<file path="config.mk">
export PLATFORM = sky130hd
export DESIGN_NAME = lru_page_frame_replacement_top_flat
export DESIGN_NICKNAME = d
export VERILOG_FILES = /design/src/hw/rtl/lpfr_pkg.sv /design/src/hw/rtl/lpfr_if.sv /design/src/hw/rtl/lru_page_frame_replacement_top.sv /design/src/flat_wrapper.sv
export SDC_FILE = /design/constraint.sdc
export NUM_CORES = 2
export LEC_CHECK = 0
export BUFFER_PORTS_ARGS = -buffer_cell sky130_fd_sc_hd__buf_2
export CAP_MARGIN = 0
export CORE_MARGIN = 2
export CORE_UTILIZATION = 54
export DETAILED_ROUTE_END_ITERATION = 12
export PLACE_DENSITY_LB_ADDON = 0.1
export SETUP_SLACK_MARGIN = 0.5
export SYNTH_ARGS = -nofsm -noshare
export SYNTH_HDL_FRONTEND = slang
export SYNTH_SLANG_ARGS = --single-unit
</file>
<file path="constraint.sdc">
create_clock -name clock -period 8.5 [get_ports clock]
set_input_delay 2.125 -clock clock [delete_from_list [all_inputs] [get_ports clock]]
set_output_delay 2.125 -clock clock [all_outputs]
set_load 0.1 [all_outputs]
</file>
<file path="src/hw/rtl/lpfr_pkg.sv">
// Package with widths, register codes and payload types of the LRU page frame block.
package lpfr_pkg;

   localparam int PAGE_W     = 16;
   localparam int SLOT_OUT_W = 4;
   localparam int COUNT_W    = 32;
   localparam int CFG_W      = 5;
   localparam int CSR_DATA_W = 32;
   localparam int CSR_ADDR_W = 2;

   localparam logic [CSR_ADDR_W-1:0] CSR_ADDR_FRAMES_IN_USE = 2'd0;
   localparam logic [CFG_W-1:0]      FRAMES_IN_USE_RESET    = 5'd16;
   localparam logic [COUNT_W-1:0]    COUNT_MAX              = '1;

   typedef struct packed {
      logic                  hit;
      logic [SLOT_OUT_W-1:0] slot;
      logic                  evicted_valid;
      logic [PAGE_W-1:0]     evicted_page;
      logic [COUNT_W-1:0]    fault_count;
      logic [COUNT_W-1:0]    hit_count;
   } rsp_type;

endpackage

</file>
<file path="src/hw/rtl/lpfr_if.sv">
// Valid/ready channel interfaces for page references and replacement results.
interface lpfr_req_if import lpfr_pkg::*; ();
   logic              valid;
   logic              ready;
   logic [PAGE_W-1:0] page;

   modport source (output valid, output page, input ready);
   modport sink   (input valid, input page, output ready);
endinterface

interface lpfr_rsp_if import lpfr_pkg::*; ();
   logic                  valid;
   logic                  ready;
   logic                  hit;
   logic [SLOT_OUT_W-1:0] slot;
   logic                  evicted_valid;
   logic [PAGE_W-1:0]     evicted_page;
   logic [COUNT_W-1:0]    fault_count;
   logic [COUNT_W-1:0]    hit_count;

   modport source (output valid, output hit, output slot, output evicted_valid,
                   output evicted_page, output fault_count, output hit_count,
                   input ready);
   modport sink   (input valid, input hit, input slot, input evicted_valid,
                   input evicted_page, input fault_count, input hit_count,
                   output ready);
endinterface

</file>
<file path="src/hw/rtl/lru_page_frame_replacement_top.sv">
// LRU page frame replacement: one page reference in, one hit/fault result out per transfer.
// Each reference is registered in the input register, then compared against all resident
// frames in parallel, the frame ranks are updated and the result is registered, so the
// block sustains one reference per clock while the output is not stalled. The search and
// re-rank over the frame registers are combinational, between the input and output
// registers, and a result stays in the output register until it transfers. frames_in_use
// (CSR byte address 0) limits how many frames are searched and replaced; 0 acts as 1 and
// values above FRAMES act as FRAMES. Write it only while no reference is in flight. Hit and
// fault counts saturate at 2^32-1.
module lru_page_frame_replacement_top import lpfr_pkg::*; #(
   parameter int FRAMES    = 16,
   parameter int PAGE_BITS = 16
) (
   input  logic                  clock,
   input  logic                  reset,
   lpfr_req_if.sink              req,
   lpfr_rsp_if.source            rsp,
   input  logic                  csr_psel,
   input  logic                  csr_penable,
   input  logic                  csr_pwrite,
   input  logic [CSR_ADDR_W-1:0] csr_paddr,
   input  logic [CSR_DATA_W-1:0] csr_pwdata,
   output logic [CSR_DATA_W-1:0] csr_prdata,
   output logic                  csr_pready
);

   localparam int IDX_W = (FRAMES > 1) ? $clog2(FRAMES) : 1;
   localparam int CNT_W = $clog2(FRAMES + 1);
   localparam logic [CNT_W-1:0] FRAMES_C  = CNT_W'(FRAMES);
   localparam logic [IDX_W:0]   RANK_NEW  = (IDX_W + 1)'(FRAMES);
   localparam logic [IDX_W:0]   RANK_TOP  = (IDX_W + 1)'(FRAMES - 1);

   // configuration
   logic [CFG_W-1:0] frames_ff;
   logic [CFG_W-1:0] frames_in;
   logic             csr_wr;
   logic [CNT_W-1:0] active_n;

   // frame state
   logic [PAGE_BITS-1:0] page_ff  [FRAMES];
   logic [IDX_W-1:0]     rank_ff  [FRAMES];
   logic [IDX_W-1:0]     rank_in  [FRAMES];
   logic [FRAMES-1:0]    valid_ff;
   logic [FRAMES-1:0]    valid_in;
   logic [CNT_W-1:0]     filled_ff;
   logic [CNT_W-1:0]     filled_in;
   logic [COUNT_W-1:0]   faults_ff;
   logic [COUNT_W-1:0]   faults_in;
   logic [COUNT_W-1:0]   hits_ff;
   logic [COUNT_W-1:0]   hits_in;

   // input and output registers
   logic                 in_vld_ff;
   logic [PAGE_BITS-1:0] in_page_ff;
   logic                 out_vld_ff;
   rsp_type              out_ff;
   rsp_type              out_in;
   logic                 advance;

   // lookup
   logic [FRAMES-1:0]    in_use;
   logic [FRAMES-1:0]    match;
   logic [FRAMES-1:0]    hit_oh;
   logic [FRAMES-1:0]    vic_oh;
   logic [FRAMES-1:0]    fill_oh;
   logic [FRAMES-1:0]    sel_oh;
   logic                 hit_any;
   logic                 fill;
   logic                 evict;
   logic [IDX_W-1:0]     slot_idx;
   logic [IDX_W:0]       old_rank;
   logic [PAGE_BITS-1:0] victim_pg;

   // ---------------- CSR ----------------
   assign csr_pready = 1'b1;
   assign csr_wr     = csr_psel && csr_penable && csr_pwrite
                       && (csr_paddr == CSR_ADDR_FRAMES_IN_USE);
   assign frames_in  = csr_wr ? csr_pwdata[CFG_W-1:0] : frames_ff;
   assign csr_prdata = (csr_paddr == CSR_ADDR_FRAMES_IN_USE)
                       ? CSR_DATA_W'(frames_ff) : '0;

   always_comb begin
      if (frames_ff == '0) begin
         active_n = CNT_W'(1);
      end else if (32'(frames_ff) > 32'(FRAMES)) begin
         active_n = FRAMES_C;
      end else begin
         active_n = CNT_W'(frames_ff);
      end
   end

   // ---------------- handshake ----------------
   assign advance   = in_vld_ff && (!out_vld_ff || rsp.ready);
   assign req.ready = !in_vld_ff || advance;

   // ---------------- lookup and re-rank ----------------
   always_comb begin
      logic hit_seen;
      hit_seen  = 1'b0;
      slot_idx  = '0;
      old_rank  = '0;
      victim_pg = '0;
      for (int i = 0; i < FRAMES; i++) begin
         in_use[i]  = CNT_W'(i) < active_n;
         match[i]   = in_use[i] && valid_ff[i] && (page_ff[i] == in_page_ff);
         hit_oh[i]  = match[i] && !hit_seen;
         hit_seen   = hit_seen | match[i];
         fill_oh[i] = CNT_W'(i) == filled_ff;
      end
      hit_any = hit_seen;
      fill    = !hit_any && (filled_ff < active_n);
      evict   = !hit_any && !fill;

      // greatest rank wins, lowest frame on a tie
      for (int i = 0; i < FRAMES; i++) begin
         vic_oh[i] = in_use[i];
         for (int j = 0; j < FRAMES; j++) begin
            if (j != i && in_use[j]) begin
               if (j < i) begin
                  vic_oh[i] = vic_oh[i] & (rank_ff[j] < rank_ff[i]);
               end else begin
                  vic_oh[i] = vic_oh[i] & (rank_ff[j] <= rank_ff[i]);
               end
            end
         end
      end

      sel_oh = hit_any ? hit_oh : (fill ? fill_oh : vic_oh);

      for (int i = 0; i < FRAMES; i++) begin
         if (sel_oh[i]) begin
            slot_idx  = slot_idx | IDX_W'(i);
            old_rank  = old_rank | {1'b0, rank_ff[i]};
            victim_pg = victim_pg | page_ff[i];
         end
      end
      if (fill) begin
         old_rank = RANK_NEW;
      end

      for (int i = 0; i < FRAMES; i++) begin
         rank_in[i]  = rank_ff[i];
         valid_in[i] = valid_ff[i] | (sel_oh[i] & advance);
         if (sel_oh[i]) begin
            rank_in[i] = '0;
         end else if (valid_ff[i] && ({1'b0, rank_ff[i]} < old_rank)
                      && ({1'b0, rank_ff[i]} < RANK_TOP)) begin
            rank_in[i] = rank_ff[i] + 1'b1;
         end
      end

      filled_in = fill ? filled_ff + 1'b1 : filled_ff;
      hits_in   = (hit_any && hits_ff != COUNT_MAX) ? hits_ff + 1'b1 : hits_ff;
      faults_in = (!hit_any && faults_ff != COUNT_MAX) ? faults_ff + 1'b1 : faults_ff;

      out_in.hit           = hit_any;
      out_in.slot          = SLOT_OUT_W'(slot_idx);
      out_in.evicted_valid = evict;
      out_in.evicted_page  = evict ? PAGE_W'(victim_pg) : '0;
      out_in.fault_count   = faults_in;
      out_in.hit_count     = hits_in;
   end

   // ---------------- control registers ----------------
   always_ff @(posedge clock) begin
      if (reset) begin
         frames_ff  <= FRAMES_IN_USE_RESET;
         in_vld_ff  <= 1'b0;
         out_vld_ff <= 1'b0;
         valid_ff   <= '0;
         filled_ff  <= '0;
         faults_ff  <= '0;
         hits_ff    <= '0;
      end else begin
         frames_ff <= frames_in;
         if (req.ready) begin
            in_vld_ff <= req.valid;
         end
         if (advance) begin
            out_vld_ff <= 1'b1;
            valid_ff   <= valid_in;
            filled_ff  <= filled_in;
            faults_ff  <= faults_in;
            hits_ff    <= hits_in;
         end else if (rsp.ready) begin
            out_vld_ff <= 1'b0;
         end
      end
   end

   // ---------------- payload registers ----------------
   always_ff @(posedge clock) begin
      if (req.ready && req.valid) begin
         in_page_ff <= PAGE_BITS'(req.page);
      end
      if (advance) begin
         out_ff <= out_in;
         for (int i = 0; i < FRAMES; i++) begin
            rank_ff[i] <= rank_in[i];
            if (sel_oh[i]) begin
               page_ff[i] <= in_page_ff;
            end
         end
      end
   end

   assign rsp.valid         = out_vld_ff;
   assign rsp.hit           = out_ff.hit;
   assign rsp.slot          = out_ff.slot;
   assign rsp.evicted_valid = out_ff.evicted_valid;
   assign rsp.evicted_page  = out_ff.evicted_page;
   assign rsp.fault_count   = out_ff.fault_count;
   assign rsp.hit_count     = out_ff.hit_count;

endmodule

</file>
<file path="src/flat_wrapper.sv">
// flat-port wrapper written by rule: the top's interface ports become plain ports
module lru_page_frame_replacement_top_flat import lpfr_pkg::*;
#(
   parameter int FRAMES    = 16,
   parameter int PAGE_BITS = 16
)
  (clock, reset, csr_psel, csr_penable, csr_pwrite, csr_paddr, csr_pwdata, csr_prdata, csr_pready, req_valid, req_page, req_ready, rsp_valid, rsp_hit, rsp_slot, rsp_evicted_valid, rsp_evicted_page, rsp_fault_count, rsp_hit_count, rsp_ready);
  lpfr_req_if req_i ();
  lpfr_rsp_if rsp_i ();
  input  logic clock;
  input  logic reset;
  input  logic csr_psel;
  input  logic csr_penable;
  input  logic csr_pwrite;
  input  logic [CSR_ADDR_W-1:0] csr_paddr;
  input  logic [CSR_DATA_W-1:0] csr_pwdata;
  output logic [CSR_DATA_W-1:0] csr_prdata;
  output logic csr_pready;
  input wire logic [$bits(req_i.valid)-1:0] req_valid;
  input wire logic [$bits(req_i.page)-1:0] req_page;
  output wire logic [$bits(req_i.ready)-1:0] req_ready;
  output wire logic [$bits(rsp_i.valid)-1:0] rsp_valid;
  output wire logic [$bits(rsp_i.hit)-1:0] rsp_hit;
  output wire logic [$bits(rsp_i.slot)-1:0] rsp_slot;
  output wire logic [$bits(rsp_i.evicted_valid)-1:0] rsp_evicted_valid;
  output wire logic [$bits(rsp_i.evicted_page)-1:0] rsp_evicted_page;
  output wire logic [$bits(rsp_i.fault_count)-1:0] rsp_fault_count;
  output wire logic [$bits(rsp_i.hit_count)-1:0] rsp_hit_count;
  input wire logic [$bits(rsp_i.ready)-1:0] rsp_ready;
  assign req_i.valid = req_valid;
  assign req_i.page = req_page;
  assign req_ready = req_i.ready;
  assign rsp_valid = rsp_i.valid;
  assign rsp_hit = rsp_i.hit;
  assign rsp_slot = rsp_i.slot;
  assign rsp_evicted_valid = rsp_i.evicted_valid;
  assign rsp_evicted_page = rsp_i.evicted_page;
  assign rsp_fault_count = rsp_i.fault_count;
  assign rsp_hit_count = rsp_i.hit_count;
  assign rsp_i.ready = rsp_ready;
  lru_page_frame_replacement_top #(.FRAMES(FRAMES), .PAGE_BITS(PAGE_BITS)) u_core (.clock(clock), .reset(reset), .req(req_i), .rsp(rsp_i), .csr_psel(csr_psel), .csr_penable(csr_penable), .csr_pwrite(csr_pwrite), .csr_paddr(csr_paddr), .csr_pwdata(csr_pwdata), .csr_prdata(csr_prdata), .csr_pready(csr_pready));
endmodule
</file>
==> flow_summary.ini <==
[status]
run_status = completed

[worst_setup_path]
crit_path_launch = u_core.rank_ff[0][3]
cp_data_arrival_time_ps = 7930
critical_path.startpoint_type = flip-flop
critPathKind = reg -> reg
critPathCapture = u_core.rank_ff[1][29]
r2r.worst_path.cells = 19
worst_r2r_startpoint = u_core.rank_ff[0][3]
cp_cell_sequence = inv_1 -> ha_1 -> nand4_1 -> o21ai_0 -> a21oi_1 -> o211ai_1 -> nor4_1 -> a22oi_1 -> nor2_1 -> nor2_1 -> nor2_1 -> a2111oi_2 -> a31o_2 -> ha_1 -> a21o_1 -> a21oi_1 -> o2111ai_1 -> a22o_1 -> a31oi_1
regToRegEndpoint = u_core.rank_ff[1][29]
regToRegSetupSlack_ps = 850
critical_path.max_fanout = 16
crit_path_frequent_cell = sky130_fd_sc_hd__nor2_1
crit_slowest_cell = sky130_fd_sc_hd__edfxtp_1
slowest_delay_ps = 1040
critical_path.endpoint_type = flip-flop
cp_data_required_time_ps = 8780

[clock_network]
cts_inserted_buffers = 56
tritoncts_clock_tree = built
clk_root_buffer_cell = sky130_fd_sc_hd__clkbuf_16
clock_insertion_delay_at_the_later_pin_of_the_skew_report_ps = 680
hold_buffers = 0
cts.clk_slew.worst_paths_ps = 70
cts_post_setup_buffers_inserted = 0
cts.htree.levels = 2
cts.sinks = 514
ctsLongestPathBuffers = 3
cts_repair_resize_count = 0

[min_path]
timing.hold.worst.class = reg -> reg

[detailed_routing]
ant_nets = 0
wl_um = 168000
wl_per_cell_um = 32.5
vias = 36064
firstDrtPassIters = 8
total_drc_errors_in_the_routed_layout = 0
drt-vias-per-instance = 7.00
drtIter0Drc = 5138

[place]
dp_hpwl_um = 126000
placed_cell_count = 5046
numPortBuffers = 122
routabilityCongestion = 1.13

[pwr]
power.share.sequential_pct = 45.3
switchingPower_uw = 1740
cellPowerDensity_nw_per_um2 = 142
power.share.combinational_pct = 12.9
design_power_uw = 6190
static-leakage-power_uw = 0.0169
power_switching_share_pct = 28.1
cellInternalPower_uw = 4450
power_frac_clock_pct = 41.8
vdd_ir_drop_max_v = 0.000213

[final_layout]
drive_above_1_share_pct = 10.4
mostFrequentLayoutCell = sky130_fd_sc_hd__ha_1
fillCellCount = 6186
area_of_the_multi_input_gates_um2 = 23700
nNetsFinal = 4766
mostFrequentLayoutCells = sky130_fd_sc_hd__ha_1 (555), sky130_fd_sc_hd__edfxtp_1 (422), sky130_fd_sc_hd__nor2_1 (284)
p_r_area_growth_vs_syn_pct = 11.0
final-instance-count-excl-fill = 5153
ff_latch_area_um2 = 14500

[job]
max-cap-violations = 0

[synth]
syn-instance-count = 3954
avgSynthCellArea_um2 = 9.93
synthesis.area_um2 = 39300
synth_top_cells_by_area = sky130_fd_sc_hd__edfxtp_1 (32%), sky130_fd_sc_hd__ha_1 (18%), sky130_fd_sc_hd__xnor2_1 (5.0%), sky130_fd_sc_hd__dfxtp_1 (4.7%), sky130_fd_sc_hd__xor2_1 (4.0%)
yosys_warn_count = 0
synth_seq_area_share_pct = 37.0
netlist-cell-type-count = 90
synth_enable_flop_cells = 422
yosys_most_used_dff = sky130_fd_sc_hd__edfxtp_1
yosys_register_bits = 514
postSynth.asyncResetShare_pct = 0
synth_area_leader_cell = sky130_fd_sc_hd__edfxtp_1
share_of_the_synthesized_area_in_the_top_cell_type_pct = 32.3

[sta]
timing_hold_violations_final = 0
maxSlewViolCount = 0
timing_worst_slew_pin_value_ps = 1150
final-setup-viol-count = 0
finClkSkew_ps = 71.5
timing.setup.tns_ps = 0
grt_setup_unrepaired = no
fmax_ghz = 0.131
period_share_pct = 90.0
min_period_ps = 7650
slew_headroom_pct = 23.0

[floorplanning]
placementRows = 98
num_io_pins = 178
start_util_pct = 54.7
dieWidth_um = 274
die_footprint_um2 = 74900
fp.dieH_um = 274
design.core.area_um2 = 71700

[global_routing]
grt_usage_pct = 44.0
antenna_violations_before_repair = 4
grt_first_pass_wirelength_um = 236000
number_of_global_route_vias_before_repair = 33214
grt_start_max_net_pins = 93
globalRoute.totalOverflow = 0
-- per-layer routing --
metal  vias to the layer above  global-route usage (%)  part of all wire, %
met2                      2490                    65.3                   42
met3                       756                    8.62                   10
met5                         -                   0.449                0.050
met4                         8                    35.4                   10
li1                      15601                       -                    -
met1                     17209                    56.0                   38
-- Yosys cell counts (19+ instances only) --
library cell	instances
sky130_fd_sc_hd__dfxtp_1	92
sky130_fd_sc_hd__inv_1	106
sky130_fd_sc_hd__a41oi_1	20
sky130_fd_sc_hd__edfxtp_1	422
sky130_fd_sc_hd__a211oi_1	30
sky130_fd_sc_hd__ha_1	555
sky130_fd_sc_hd__and4_1	41
sky130_fd_sc_hd__buf_2	45
sky130_fd_sc_hd__nand4_1	197
sky130_fd_sc_hd__xor2_1	178
sky130_fd_sc_hd__or2_2	23
sky130_fd_sc_hd__nand3_1	94
sky130_fd_sc_hd__and3_1	34
sky130_fd_sc_hd__and2_1	31
sky130_fd_sc_hd__a222oi_1	33
sky130_fd_sc_hd__buf_4	34
sky130_fd_sc_hd__or4_1	19
sky130_fd_sc_hd__or3_1	27
sky130_fd_sc_hd__nand2_1	236
sky130_fd_sc_hd__xnor2_1	224
sky130_fd_sc_hd__o21a_1	19
sky130_fd_sc_hd__nor4_1	67
sky130_fd_sc_hd__o211ai_1	56
sky130_fd_sc_hd__a22oi_1	54
sky130_fd_sc_hd__nor2_1	289
sky130_fd_sc_hd__a31oi_1	27
sky130_fd_sc_hd__nand2b_1	22
sky130_fd_sc_hd__a221oi_1	32
sky130_fd_sc_hd__nor3_1	100
sky130_fd_sc_hd__o21ai_0	158
sky130_fd_sc_hd__clkbuf_1	75
sky130_fd_sc_hd__a22o_1	42
sky130_fd_sc_hd__a21oi_1	231
sky130_fd_sc_hd__nor2b_1	103
-- kinds of logic after synthesis --
kind of cell | count (synthesis) | share of synthesized area [%]
AOI/OAI and AO/OA | 852 | 14.7
xor gates and xnor gates | 402 | 8.97
adders and majority gates | 555 | 17.7
buffers and inverters | 272 | 3.13
DFF | 514 | 37.0
muxes | 6 | 0.159
other | 2 | 0.0191
and+or+nand+nor | 1351 | 18.4
-- state kept, by name, summed over array words and instances, names as in the netlist, 4 cells and up --
register and count:
u_core.faults_ff 32, u_core.filled_ff 5, u_core.frames_ff 5, u_core.hits_ff 32, u_core.in_page_ff 16, u_core.page_ff 256, u_core.rank_ff 64, u_core.rsp.evicted_page 16
u_core.rsp.fault_count 32, u_core.rsp.hit_count 32, u_core.rsp.slot 4, u_core.valid_ff 16
-- final cells by class --
| cell class | count | area share (%) |
|---|---|---|
| clock inverters | 38 | 1.11 |
| flip-flops and latches | 514 | 33.3 |
| clock buffers | 68 | 3.41 |
| multi-input cells | 3194 | 54.4 |
| diodes | 1 | 0.00574 |
| repair buffers | 280 | 4.13 |
| well taps | 950 | 2.73 |
| inverters | 108 | 0.936 |
-- through the flow --
| stage | instance area, µm² | util, % | worst slack (ps) | hold slack, ps |
|---|---|---|---|---|
| finish | 43600 | 60.8 | 853 | 470 |
| global placement | 41600 | 58.0 | 1380 | 456 |
| global route | 43600 | 60.8 | 944 | 516 |
| floorplan | 39400 | - | 2020 | 439 |
| detailed placement | 41600 | 58.0 | 1440 | 461 |
| CTS | 43600 | 60.8 | 1360 | 471 |
-- worst min-delay path by stage --
stage,endpoint,start,depth (start not counted),slack [ps]
after global placement,u_core.valid_ff[15],u_core.valid_ff[15],2,460
after global routing,u_core.valid_ff[15],u_core.valid_ff[15],2,520
after detailed placement,u_core.valid_ff[15],u_core.valid_ff[15],2,460
final,u_core.valid_ff[15],u_core.valid_ff[15],2,470
after floorplan,u_core.valid_ff[15],u_core.valid_ff[15],2,440
after CTS,u_core.valid_ff[15],u_core.valid_ff[15],2,470
-- power groups by stage --
stage | clock network (µW) | registers [µW] | logic (µW)
after floorplan | 0 | 2990 | 397
after global placement | 0 | 2850 | 767
after detailed placement | 0 | 2850 | 770
after CTS | 2610 | 2800 | 773
after global routing | 2700 | 2800 | 829
final | 2590 | 2800 | 799
-- worst max-delay path: cells and delay by family, from the launching register on --
family                   cells  cell delay (ps)
flip-flops                   1             1040
buffers and inverters        1              650
AND/OR/NAND/NOR              5             1900
AO/OA/AOI/OAI               11             2880
adder cells (fa/ha/maj)      2              730
Note: power is estimated with default switching activity, not from simulation.
